### src/rtl/core/bdjf_pkg.sv
package bdjf_pkg;

  localparam int BYTE_W = 8;
  localparam int MAXF_W = 13;
  localparam int LEN_W  = 12;

  localparam logic [BYTE_W-1:0] OPEN_BRACE  = 8'h7B;
  localparam logic [BYTE_W-1:0] CLOSE_BRACE = 8'h7D;
  localparam logic [BYTE_W-1:0] NUL_BYTE    = 8'h00;

  localparam logic [MAXF_W-1:0] MAX_FRAME_RESET = 13'd1024;

  typedef enum logic [1:0] {
    EV_NONE      = 2'd0,
    EV_DONE      = 2'd1,
    EV_TOO_LARGE = 2'd2,
    EV_OVERFLOW  = 2'd3
  } event_t;

  typedef struct packed {
    logic [BYTE_W-1:0] data;
    logic              in_frame;
    event_t            ev;
    logic [LEN_W-1:0]  length;
  } result_t;

endpackage

### src/rtl/core/bdjf_in_stage.sv
module bdjf_in_stage
  import bdjf_pkg::*;
(
  input  logic              clk,
  input  logic              rst,
  input  logic              in_valid,
  output logic              in_ready,
  input  logic [BYTE_W-1:0] rx_byte,
  input  logic              advance,
  output logic              held_valid,
  output logic [BYTE_W-1:0] held_byte
);

  // the stage frees up in the same cycle its byte moves on
  assign in_ready = !held_valid || advance;

  always_ff @(posedge clk) begin
    if (rst) begin
      held_valid <= 1'b0;
    end else if (in_ready) begin
      held_valid <= in_valid;
    end
  end

  always_ff @(posedge clk) begin
    if (in_valid && in_ready) begin
      held_byte <= rx_byte;
    end
  end

endmodule

### src/rtl/core/bdjf_scan.sv
module bdjf_scan
  import bdjf_pkg::*;
#(
  parameter int BUFFER_BYTES = 4096
) (
  input  logic              clk,
  input  logic              rst,
  input  logic              cfg_we,
  input  logic [MAXF_W-1:0] cfg_wdata,
  input  logic              advance,
  input  logic [BYTE_W-1:0] held_byte,
  output result_t           res
);

  localparam int CW    = $clog2(BUFFER_BYTES);
  localparam int CMP_W = (CW > MAXF_W) ? CW : MAXF_W;
  localparam logic [CW:0] BUF_LIMIT = (CW+1)'(BUFFER_BYTES);

  logic [MAXF_W-1:0] max_frame;
  logic [CW-1:0]     nest_depth, nest_depth_next;
  logic [CW-1:0]     buffered_count, buffered_count_next;
  logic [CW-1:0]     open_length, open_length_next;
  logic              frame_open, frame_open_next;
  logic              scan_blocked, scan_blocked_next;
  logic [CW:0]       count_inc;
  logic [CW-1:0]     length_inc;

  always_ff @(posedge clk) begin
    if (rst) begin
      max_frame <= MAX_FRAME_RESET;
    end else if (cfg_we) begin
      max_frame <= cfg_wdata;
    end
  end

  always_ff @(posedge clk) begin
    if (rst) begin
      nest_depth     <= '0;
      buffered_count <= '0;
      open_length    <= '0;
      frame_open     <= 1'b0;
      scan_blocked   <= 1'b0;
    end else if (advance) begin
      nest_depth     <= nest_depth_next;
      buffered_count <= buffered_count_next;
      open_length    <= open_length_next;
      frame_open     <= frame_open_next;
      scan_blocked   <= scan_blocked_next;
    end
  end

  assign count_inc  = {1'b0, buffered_count} + 1'b1;
  assign length_inc = open_length + 1'b1;

  always_comb begin
    nest_depth_next     = nest_depth;
    buffered_count_next = buffered_count;
    open_length_next    = open_length;
    frame_open_next     = frame_open;
    scan_blocked_next   = scan_blocked;
    res.data            = held_byte;
    res.in_frame        = 1'b0;
    res.ev              = EV_NONE;
    res.length          = '0;

    if (count_inc >= BUF_LIMIT) begin
      // buffer full: drop the byte and start over
      nest_depth_next     = '0;
      buffered_count_next = '0;
      open_length_next    = '0;
      frame_open_next     = 1'b0;
      scan_blocked_next   = 1'b0;
      res.ev              = EV_OVERFLOW;
    end else begin
      buffered_count_next = count_inc[CW-1:0];
      if (!scan_blocked) begin
        if (held_byte == NUL_BYTE) begin
          scan_blocked_next = 1'b1;
          frame_open_next   = 1'b0;
          nest_depth_next   = '0;
          open_length_next  = '0;
        end else if (!frame_open) begin
          if (held_byte == OPEN_BRACE) begin
            frame_open_next  = 1'b1;
            nest_depth_next  = CW'(1);
            open_length_next = CW'(1);
            res.in_frame     = 1'b1;
          end
        end else begin
          open_length_next = length_inc;
          res.in_frame     = 1'b1;
          if (held_byte == OPEN_BRACE) begin
            nest_depth_next = nest_depth + 1'b1;
          end else if (held_byte == CLOSE_BRACE) begin
            nest_depth_next = nest_depth - 1'b1;
            if (nest_depth == CW'(1)) begin
              // outermost brace closed: report and release the buffer
              res.length = LEN_W'(length_inc);
              res.ev = (CMP_W'(length_inc) >= CMP_W'(max_frame)) ? EV_TOO_LARGE : EV_DONE;
              nest_depth_next     = '0;
              buffered_count_next = '0;
              open_length_next    = '0;
              frame_open_next     = 1'b0;
              scan_blocked_next   = 1'b0;
            end
          end
        end
      end
    end
  end

endmodule

### src/rtl/core/bdjf_out_stage.sv
module bdjf_out_stage
  import bdjf_pkg::*;
(
  input  logic              clk,
  input  logic              rst,
  input  logic              held_valid,
  input  result_t           res,
  output logic              advance,
  output logic              out_valid,
  input  logic              out_ready,
  output logic [BYTE_W-1:0] byte_out,
  output logic              in_frame,
  output logic [1:0]        event_res,
  output logic [LEN_W-1:0]  frame_length
);

  result_t res_q;

  assign advance = held_valid && (!out_valid || out_ready);

  always_ff @(posedge clk) begin
    if (rst) begin
      out_valid <= 1'b0;
    end else if (!out_valid || out_ready) begin
      out_valid <= held_valid;
    end
  end

  always_ff @(posedge clk) begin
    if (advance) begin
      res_q <= res;
    end
  end

  assign byte_out     = res_q.data;
  assign in_frame     = res_q.in_frame;
  assign event_res    = res_q.ev;
  assign frame_length = res_q.length;

endmodule

### src/rtl/core/brace_depth_json_framer_unit.sv
// brace-depth json framer
//
// in channel: in_valid / in_ready carry one received byte (rx_byte) per request.
// out channel: out_valid / out_ready carry one result per byte: the byte echoed,
// in_frame, event_res (none, frame complete, frame too large, overflow) and
// frame_length, which is nonzero only with a complete or too-large event.
// cfg_we / cfg_wdata write max_frame; no read-back.
//
// an accepted byte is loaded into the input register and then moves through the
// framing logic into the result register.
// throughput is one byte per cycle unless the receiver stalls; the framing
// counters update in a single pass of logic between the two registers.
//
// reset (rst, synchronous) clears both stages and all framing counters and sets
// max_frame to 1024. when the receiver stalls, the result register holds, the
// input register takes one more byte, and in_ready then drops until the
// result is taken.
module brace_depth_json_framer_unit
  import bdjf_pkg::*;
#(
  parameter int BUFFER_BYTES = 4096
) (
  input  logic              clk,
  input  logic              rst,
  input  logic              in_valid,
  output logic              in_ready,
  input  logic [BYTE_W-1:0] rx_byte,
  output logic              out_valid,
  input  logic              out_ready,
  output logic [BYTE_W-1:0] byte_out,
  output logic              in_frame,
  output logic [1:0]        event_res,
  output logic [LEN_W-1:0]  frame_length,
  input  logic              cfg_we,
  input  logic [MAXF_W-1:0] cfg_wdata
);

  logic              advance;
  logic              held_valid;
  logic [BYTE_W-1:0] held_byte;
  result_t           res;

  bdjf_in_stage u_in (
    .clk        (clk),
    .rst        (rst),
    .in_valid   (in_valid),
    .in_ready   (in_ready),
    .rx_byte    (rx_byte),
    .advance    (advance),
    .held_valid (held_valid),
    .held_byte  (held_byte)
  );

  bdjf_scan #(
    .BUFFER_BYTES (BUFFER_BYTES)
  ) u_scan (
    .clk       (clk),
    .rst       (rst),
    .cfg_we    (cfg_we),
    .cfg_wdata (cfg_wdata),
    .advance   (advance),
    .held_byte (held_byte),
    .res       (res)
  );

  bdjf_out_stage u_out (
    .clk          (clk),
    .rst          (rst),
    .held_valid   (held_valid),
    .res          (res),
    .advance      (advance),
    .out_valid    (out_valid),
    .out_ready    (out_ready),
    .byte_out     (byte_out),
    .in_frame     (in_frame),
    .event_res    (event_res),
    .frame_length (frame_length)
  );

endmodule

### config.mk
export PLATFORM = sky130hd
export DESIGN_NAME = brace_depth_json_framer_unit
export DESIGN_NICKNAME = d
export VERILOG_FILES = /design/src/rtl/core/bdjf_pkg.sv /design/src/rtl/core/bdjf_in_stage.sv /design/src/rtl/core/bdjf_scan.sv /design/src/rtl/core/bdjf_out_stage.sv /design/src/rtl/core/brace_depth_json_framer_unit.sv
export SDC_FILE = /design/constraint.sdc
export NUM_CORES = 1
export LEC_CHECK = 0
export BUFFER_PORTS_ARGS = -buffer_cell sky130_fd_sc_hd__clkbuf_2
export CAP_MARGIN = 20
export CORE_MARGIN = 4
export CORE_UTILIZATION = 47
export CTS_CLUSTER_SIZE = 40
export DETAILED_ROUTE_END_ITERATION = 12
export PLACE_DENSITY = 0.75
export SLEW_MARGIN = 5
export SYNTH_ARGS = -nofsm -noshare
export SYNTH_HDL_FRONTEND = slang
export SYNTH_SLANG_ARGS = --single-unit
export TNS_END_PERCENT = 10
### constraint.sdc
create_clock -name clk -period 2.97 [get_ports clk]
set_clock_uncertainty 0.2 [all_clocks]
set_input_delay 0.297 -clock clk [delete_from_list [all_inputs] [get_ports clk]]
set_output_delay 0.297 -clock clk [all_outputs]
set_load 0.02 [all_outputs]
# --- Word-level counts from Yosys, hierarchy flattened ---
# Cells that the tools add are included.
word_totals:
  reg_bits: 84
  latchBits: 0
  ram_bits: 0
  mem_bits_ro: 0
  inputBits: 26
  out_inout_bits: 25
  word_cells: 81
  mem_count: 0
op_classes:
  add_sub_neg: 4
  mul: 0
  n_div: 0
  magnitude_cmp: 2
  eq_ne: 4
  shift: 0
  mux: 41
  bitwise_logic: 3
  n_reduce_logical: 14
ops:
  columns: ["operator", "count"]
  rows:
  - ["$mux W12", 22]
  - ["$mux W14", 6]
  - ["$add A12 B1 Y12 const B", 2]
  - ["$eq A8 B7 Y1 const B", 2]
  - ["$add A12 B1 Y13 const B", 1]
  - ["$ge A12 B13 Y1", 1]
  - ["$ge A13 B13 Y1 const B", 1]
  - ["$eq A12 B1 Y1 const B", 1]
  - ["$mux W1", 12]
  - ["$sub A12 B1 Y12 const B", 1]
  - ["$logic_not A8 Y1", 1]
  - ["$reduce_bool A4 Y1", 2]
  - ["$reduce_or A7 Y1", 1]
  - ["$reduce_and A4 Y1", 1]
  - ["$not A1 Y1", 3]
  - ["$reduce_and A3 Y1", 1]
  - ["$reduce_or A3 Y1", 1]
  - ["$logic_and A1 B1 Y1", 2]
  - ["$logic_not A1 Y1", 2]
  - ["$logic_or A1 B1 Y1", 2]
  - ["$mux W2", 1]
  - ["$ne A2 B2 Y1 const B", 1]
  - ["$reduce_and A2 Y1", 1]

# --- Logic depth before layout (Yosys ltp) ---
depth:
  word_depth: 9
  ltp_mapped: 11
  depth_no_buf: 11

# --- Modules after synthesis ---
# Synthesis repeated with hierarchy kept, for this count alone.
unflattened:
  hier_cells: 461
  area_unflattened_um2: 4534.3
by_module_without_submodules:
  columns: ["mod", "n_inst", "cells_per_inst", "area_per_inst_um2", "seq_area_each_um2"]
  rows:
  - ["bdjf_scan", 1, 420, 3493.4, 1021.0]
  - ["bdjf_out_stage", 1, 28, 745.7, 710.7]
  - ["bdjf_in_stage", 1, 13, 295.3, 260.2]

# --- Worst setup path before layout ---
# Ideal clock, no wire load.
synth_path:
  kind: "flip-flop to flip-flop"
  startpoint: "register u_scan.open_length[0]"
  endpoint: "register u_out.res_q, in the netlist u_out.event_res[1], data pin"
  setup_time_ns: 0.254
  arrival_ns: 2.432
  t_required_ns: 2.516
  setup_slack_ns: 0.084
  path_stages_with_launch: 12
  n_path_buf: 0
  synth_period_minus_slack_ns: 2.886
  cell_sequence: "dfxtp_1 ha_1 nand3_1 nor2_1 nand3_1 xnor2_1 ha_1 and4_1 a21oi_1 a21oi_1 or3_1 a21o_1"
synth_via:
  elab_chain_len: 9
synth_rtl:
  columns: ["element", "line_no", "source"]
  rows:
  - ["from (decl)", "bdjf_scan.sv:22", "logic [CW-1:0] open_length, open_length_next;"]
  - ["from (signal assigned)", "bdjf_scan.sv:46", "open_length <= open_length_next;"]
  - ["$add A12 B1 Y12", "bdjf_scan.sv:53", "assign length_inc = open_length + 1'b1;"]
  - ["named net u_scan.length_inc[8]", "bdjf_scan.sv:26", "logic [CW-1:0] length_inc;"]
  - ["$ge A12 B13 Y1", "bdjf_scan.sv:99", "res.ev = (CMP_W'(length_inc) >= CMP_W'(max_frame)) ? EV_TOO_LARGE : EV_DONE;"]
  - ["$mux W2", "bdjf_scan.sv:99", null]
  - ["$mux W14", "bdjf_scan.sv:96", "if (nest_depth == CW'(1)) begin"]
  - ["$mux W14", "bdjf_scan.sv:94", "end else if (held_byte == CLOSE_BRACE) begin"]
  - ["$mux W14", "bdjf_scan.sv:92", "if (held_byte == OPEN_BRACE) begin"]
  - ["$mux W14", "bdjf_scan.sv:82", "end else if (!frame_open) begin"]
  - ["$mux W14", "bdjf_scan.sv:77", "if (held_byte == NUL_BYTE) begin"]
  - ["$mux W14", "bdjf_scan.sv:76", "if (!scan_blocked) begin"]
  - ["to (signal assigned)", "bdjf_out_stage.sv:31", "res_q <= res;"]
  - ["to (decl)", "bdjf_out_stage.sv:17", "result_t res_q;"]
# The timed path passes the listed nets, and every way through them passes these cells.
# A chain may end at the register's enable or synchronous reset.

# --- Worst setup path after layout ---
layout_path:
  startpoint: "register u_scan.open_length[1]"
  endpoint: "register u_out.res_q, in the netlist u_out.event_res[1], data pin"
# Same word-level chain as after synthesis.

==> key figures <==
Placement
  • I/O Buffers: 50
  • Post-DP Area: 0.00457 mm^2
  • Detailed Place HPWL: slightly above 6000 um
  • Routability cong.: around 0.87
  • Pre-CTS setup slack: -55.0 ps
  • Placed cell count: 585

Yosys
  • Synth area leaders: dfxtp_1, edfxtp_1, ha_1, nor2_1, xnor2_1
  • Asr flop ratio synth: 0
  • Synth Area in Simple Gates: 0.241
  • Largest family of logic cells by synthesized area: simple AND/OR/NAND/NOR gates
  • Top post-synthesis cells by count: nor2_1, dfxtp_1, edfxtp_1
  • Synth Cell Area: a little over 0.004 mm^2
  • Ys flop type: dfxtp_1
  • Number of distinct library cells after synthesis: 52
  • Synth Instances: 429
  • Compound-Gate Fraction of Synth Area: 0.105
  • Syn avg cell area: roughly 9.6 um^2
  • #FFs+latches synth: between 80 and 90
  • Post-synth EDFFs: 31
  • Post-synthesis mux area share: 0.0315
  • Share of the synthesized area in the top cell type: 0.257
  • Sequential fraction of the synthesis area: 0.482
  • Synth area leader: dfxtp_1
  • Post-Synth XOR/XNOR Area: 0.0530
  • Post-synthesis adder-cell area fraction: 0.0515
  • Synth warnings: 0
  • Synth Net Count: 472
  • Top-count cell post-synth: nor2_1

Setup path
  • Worst Setup Start Kind: register
  • CP Buf/Inv Count: 1
  • CP required: 2890 ps
  • R2R Setup Slk: 110 ps
  • CP Capture Type: register
  • Crit Path Category: register to register
  • Crit Path Max Fanout: 4
  • RR Endpoint: u_out.event_res[1]
  • R2r startpoint: u_scan.open_length[1]
  • Worst r2r path cells: 12
  • Crit path to: u_out.event_res[1]
  • Crit path depth: 12
  • CP peak stage delay: ~370 ps
  • Slowest CP cell: or3_4
  • Critical path's top delay family: simple AND/OR/NAND/NOR gates
  • CP Cell Sequence: ha_2 > nand3_2 > nor2_2 > buf_4 > nand3_1 > xnor2_2 > ha_1 > a21o_1 > a21oi_1 > nor2_1 > or3_4 > a21o_1
  • Worst Setup SP: u_scan.open_length[1]
  • Critical Path AT: roughly 2800 ps
  • CP most frequent cell: a21o_1

Clock network
  • TritonCTS clock tree: built
  • CTS Sinks: 84
  • Root buffer cell: clkbuf_8
  • Clock-pin slew on the worst setup and hold paths: 90 ps
  • # H-tree levels: 3
  • Clock Path Buffers: 2
  • Total clock buffers created by CTS: 9
  • Skew-Pair Late Insertion Delay: approximately 360 ps

Hold path
  • Hold WC Path Type: primary input to register
  • Hold Path Origin: rst

Drt
  • Drt total wl: 8820 um
  • Via density: about 5.4
  • Post-DRT Antenna Nets: 0
  • DRT Pass-1 Iters: 5
  • DRC viols: 0
  • Per-cell routed wire length: about 14 um
  • DRT iter0 DRCs: about 310
  • Total vias in the final route: between 3k and 4k

Cells and area
  • Final instance area: between 0.005 and 0.006 mm^2
  • N_diodes: 0
  • Non-filler cells, final: approximately 620
  • Synthesis-to-finish area growth: 22.5%
  • Layout Utilization: 0.604
  • Layout cells sized above 1: 0.212
  • Layout net count: between 500 and 600

STA
  • Least-Margin Pin Slew: around 540 ps
  • Tmin final: roughly 2900 ps
  • Final Hold Vio Count: 0
  • Final worst-path cycle share: 0.963
  • PnR worst setup slack: between 100 and 150 ps
  • Final Max Slew Viols: 0
  • Peak Freq: about 350 MHz
  • Final setup viols: 0
  • Slew HR: 0.635

Die
  • Die height: 102 um
  • Die W: 102 um
  • Initial Util: 0.493
  • Die area: 0.0104 mm^2
  • Core Region: 0.00838 mm^2
  • I/O pin count: 51
  • Row Count: 33

Pwr
  • VDD IR-drop max: 0.320 mV
  • PD cells: roughly 430 mW/mm^2
  • Lkg Pwr: 2.10 nW

Status
  • Status: completed

GRT
  • Global-route wire length before repair: between 10000 and 15000 um
  • GRT Overall Usage: 0.182
  • Initial antenna violation count: 0
  • Total gr overflow: 0
  • Vias in the first global route: ~3.2k
  • Pin count of the biggest net entering global routing: 32

Job
  • Maxcap violations: 0
==> sequential cells by signal, indices dropped and copies added, names as in the netlist, 2 cells and up <==
name	cells
u_out.byte_out	8
u_out.event_res	2
u_scan.nest_depth	12
u_scan.buffered_count	12
u_out.frame_length	12
u_scan.open_length	12
u_scan.max_frame	13
u_in.held_byte	8
==> placed cells by master, fill, tap and decap left out, types with 14 or more instances in the layout <==
cell / n
a21oi_1: 25
and3_1: 14
buf_4: 18
clkbuf_2: 50
dfxtp_1: 47
dlygate4sd3_1: 22
edfxtp_1: 31
ha_1: 16
inv_1: 19
nand2_1: 24
nor2_1: 54
xnor2_1: 15
==> worst min path at each step <==
stage | endpoint | slack [ps] | depth (start not counted)
3_5_place_dp | u_scan.buffered_count[1] | 270 | 2
4_1_cts | u_scan.nest_depth[10] | 20 | 2
2_1_floorplan | u_in.held_byte[0] | 200 | 0
3_3_place_gp | u_scan.buffered_count[1] | 260 | 2
5_1_grt | u_scan.nest_depth[10] | 30 | 2
6_report | u_scan.nest_depth[10] | 50 | 2
==> per-layer routing <==
metal | track usage | up-vias | routed length, um
li1 | - | 1705 | -
met1 | 0.263 | 1532 | 4150
met2 | 0.266 | 126 | 3870
met3 | 0.0427 | 11 | 638
met4 | 0.0675 | 0 | 161
met5 | 0 | - | 0
==> cell families after synthesis <==
family                   after synthesis
multiplexers                          13
AND/OR/NAND/NOR                      185
AO/OA/AOI/OAI                         70
XOR/XNOR                              25
buffers and inverters                 35
adder cells (fa/ha/maj)               17
flip-flops                            84
==> report_power, final <==
group	switching (mW)	total, mW	internal (mW)
Combinational	0.0905	0.167	0.0760
Sequential	0.0209	1.25	1.23
Clock	0.406	0.786	0.380
==> area by class of cell <==
class,instances,area (um^2)
Clock buffer,12,166
Timing Repair Buffer,90,606
Clock inverter,4,27.5
Inverter,19,71.3
Multi-Input combinational cell,310,2060
Tap cell,105,131
Sequential cell,84,2000
Fill cell,680,3320
==> timing repair <==
| item | 4_1_cts | 5_1_grt |
|---|---|---|
| pin swaps | 0 | 2 |
| buffers inserted | 0 | 1 |
| resized for setup | 1 | 19 |
| hold buffers | 22 | 0 |
| gates cloned | 0 | 0 |
| hold endpoints to repair | 22 | 0 |
| endpoints found under the setup margin | 1 | 2 |
==> per-stage QoR <==
stage	hold WS, ps	setup TNS [ps]	power, mW
after floorplan	196	0	1.36
after global placement	260	0	1.41
after detailed placement	273	-55.0	1.42
after CTS	23.3	0	2.22
after global routing	31.3	-22.1	2.29
final	48.6	0	2.20
Power figures use the tool's default switching activity.
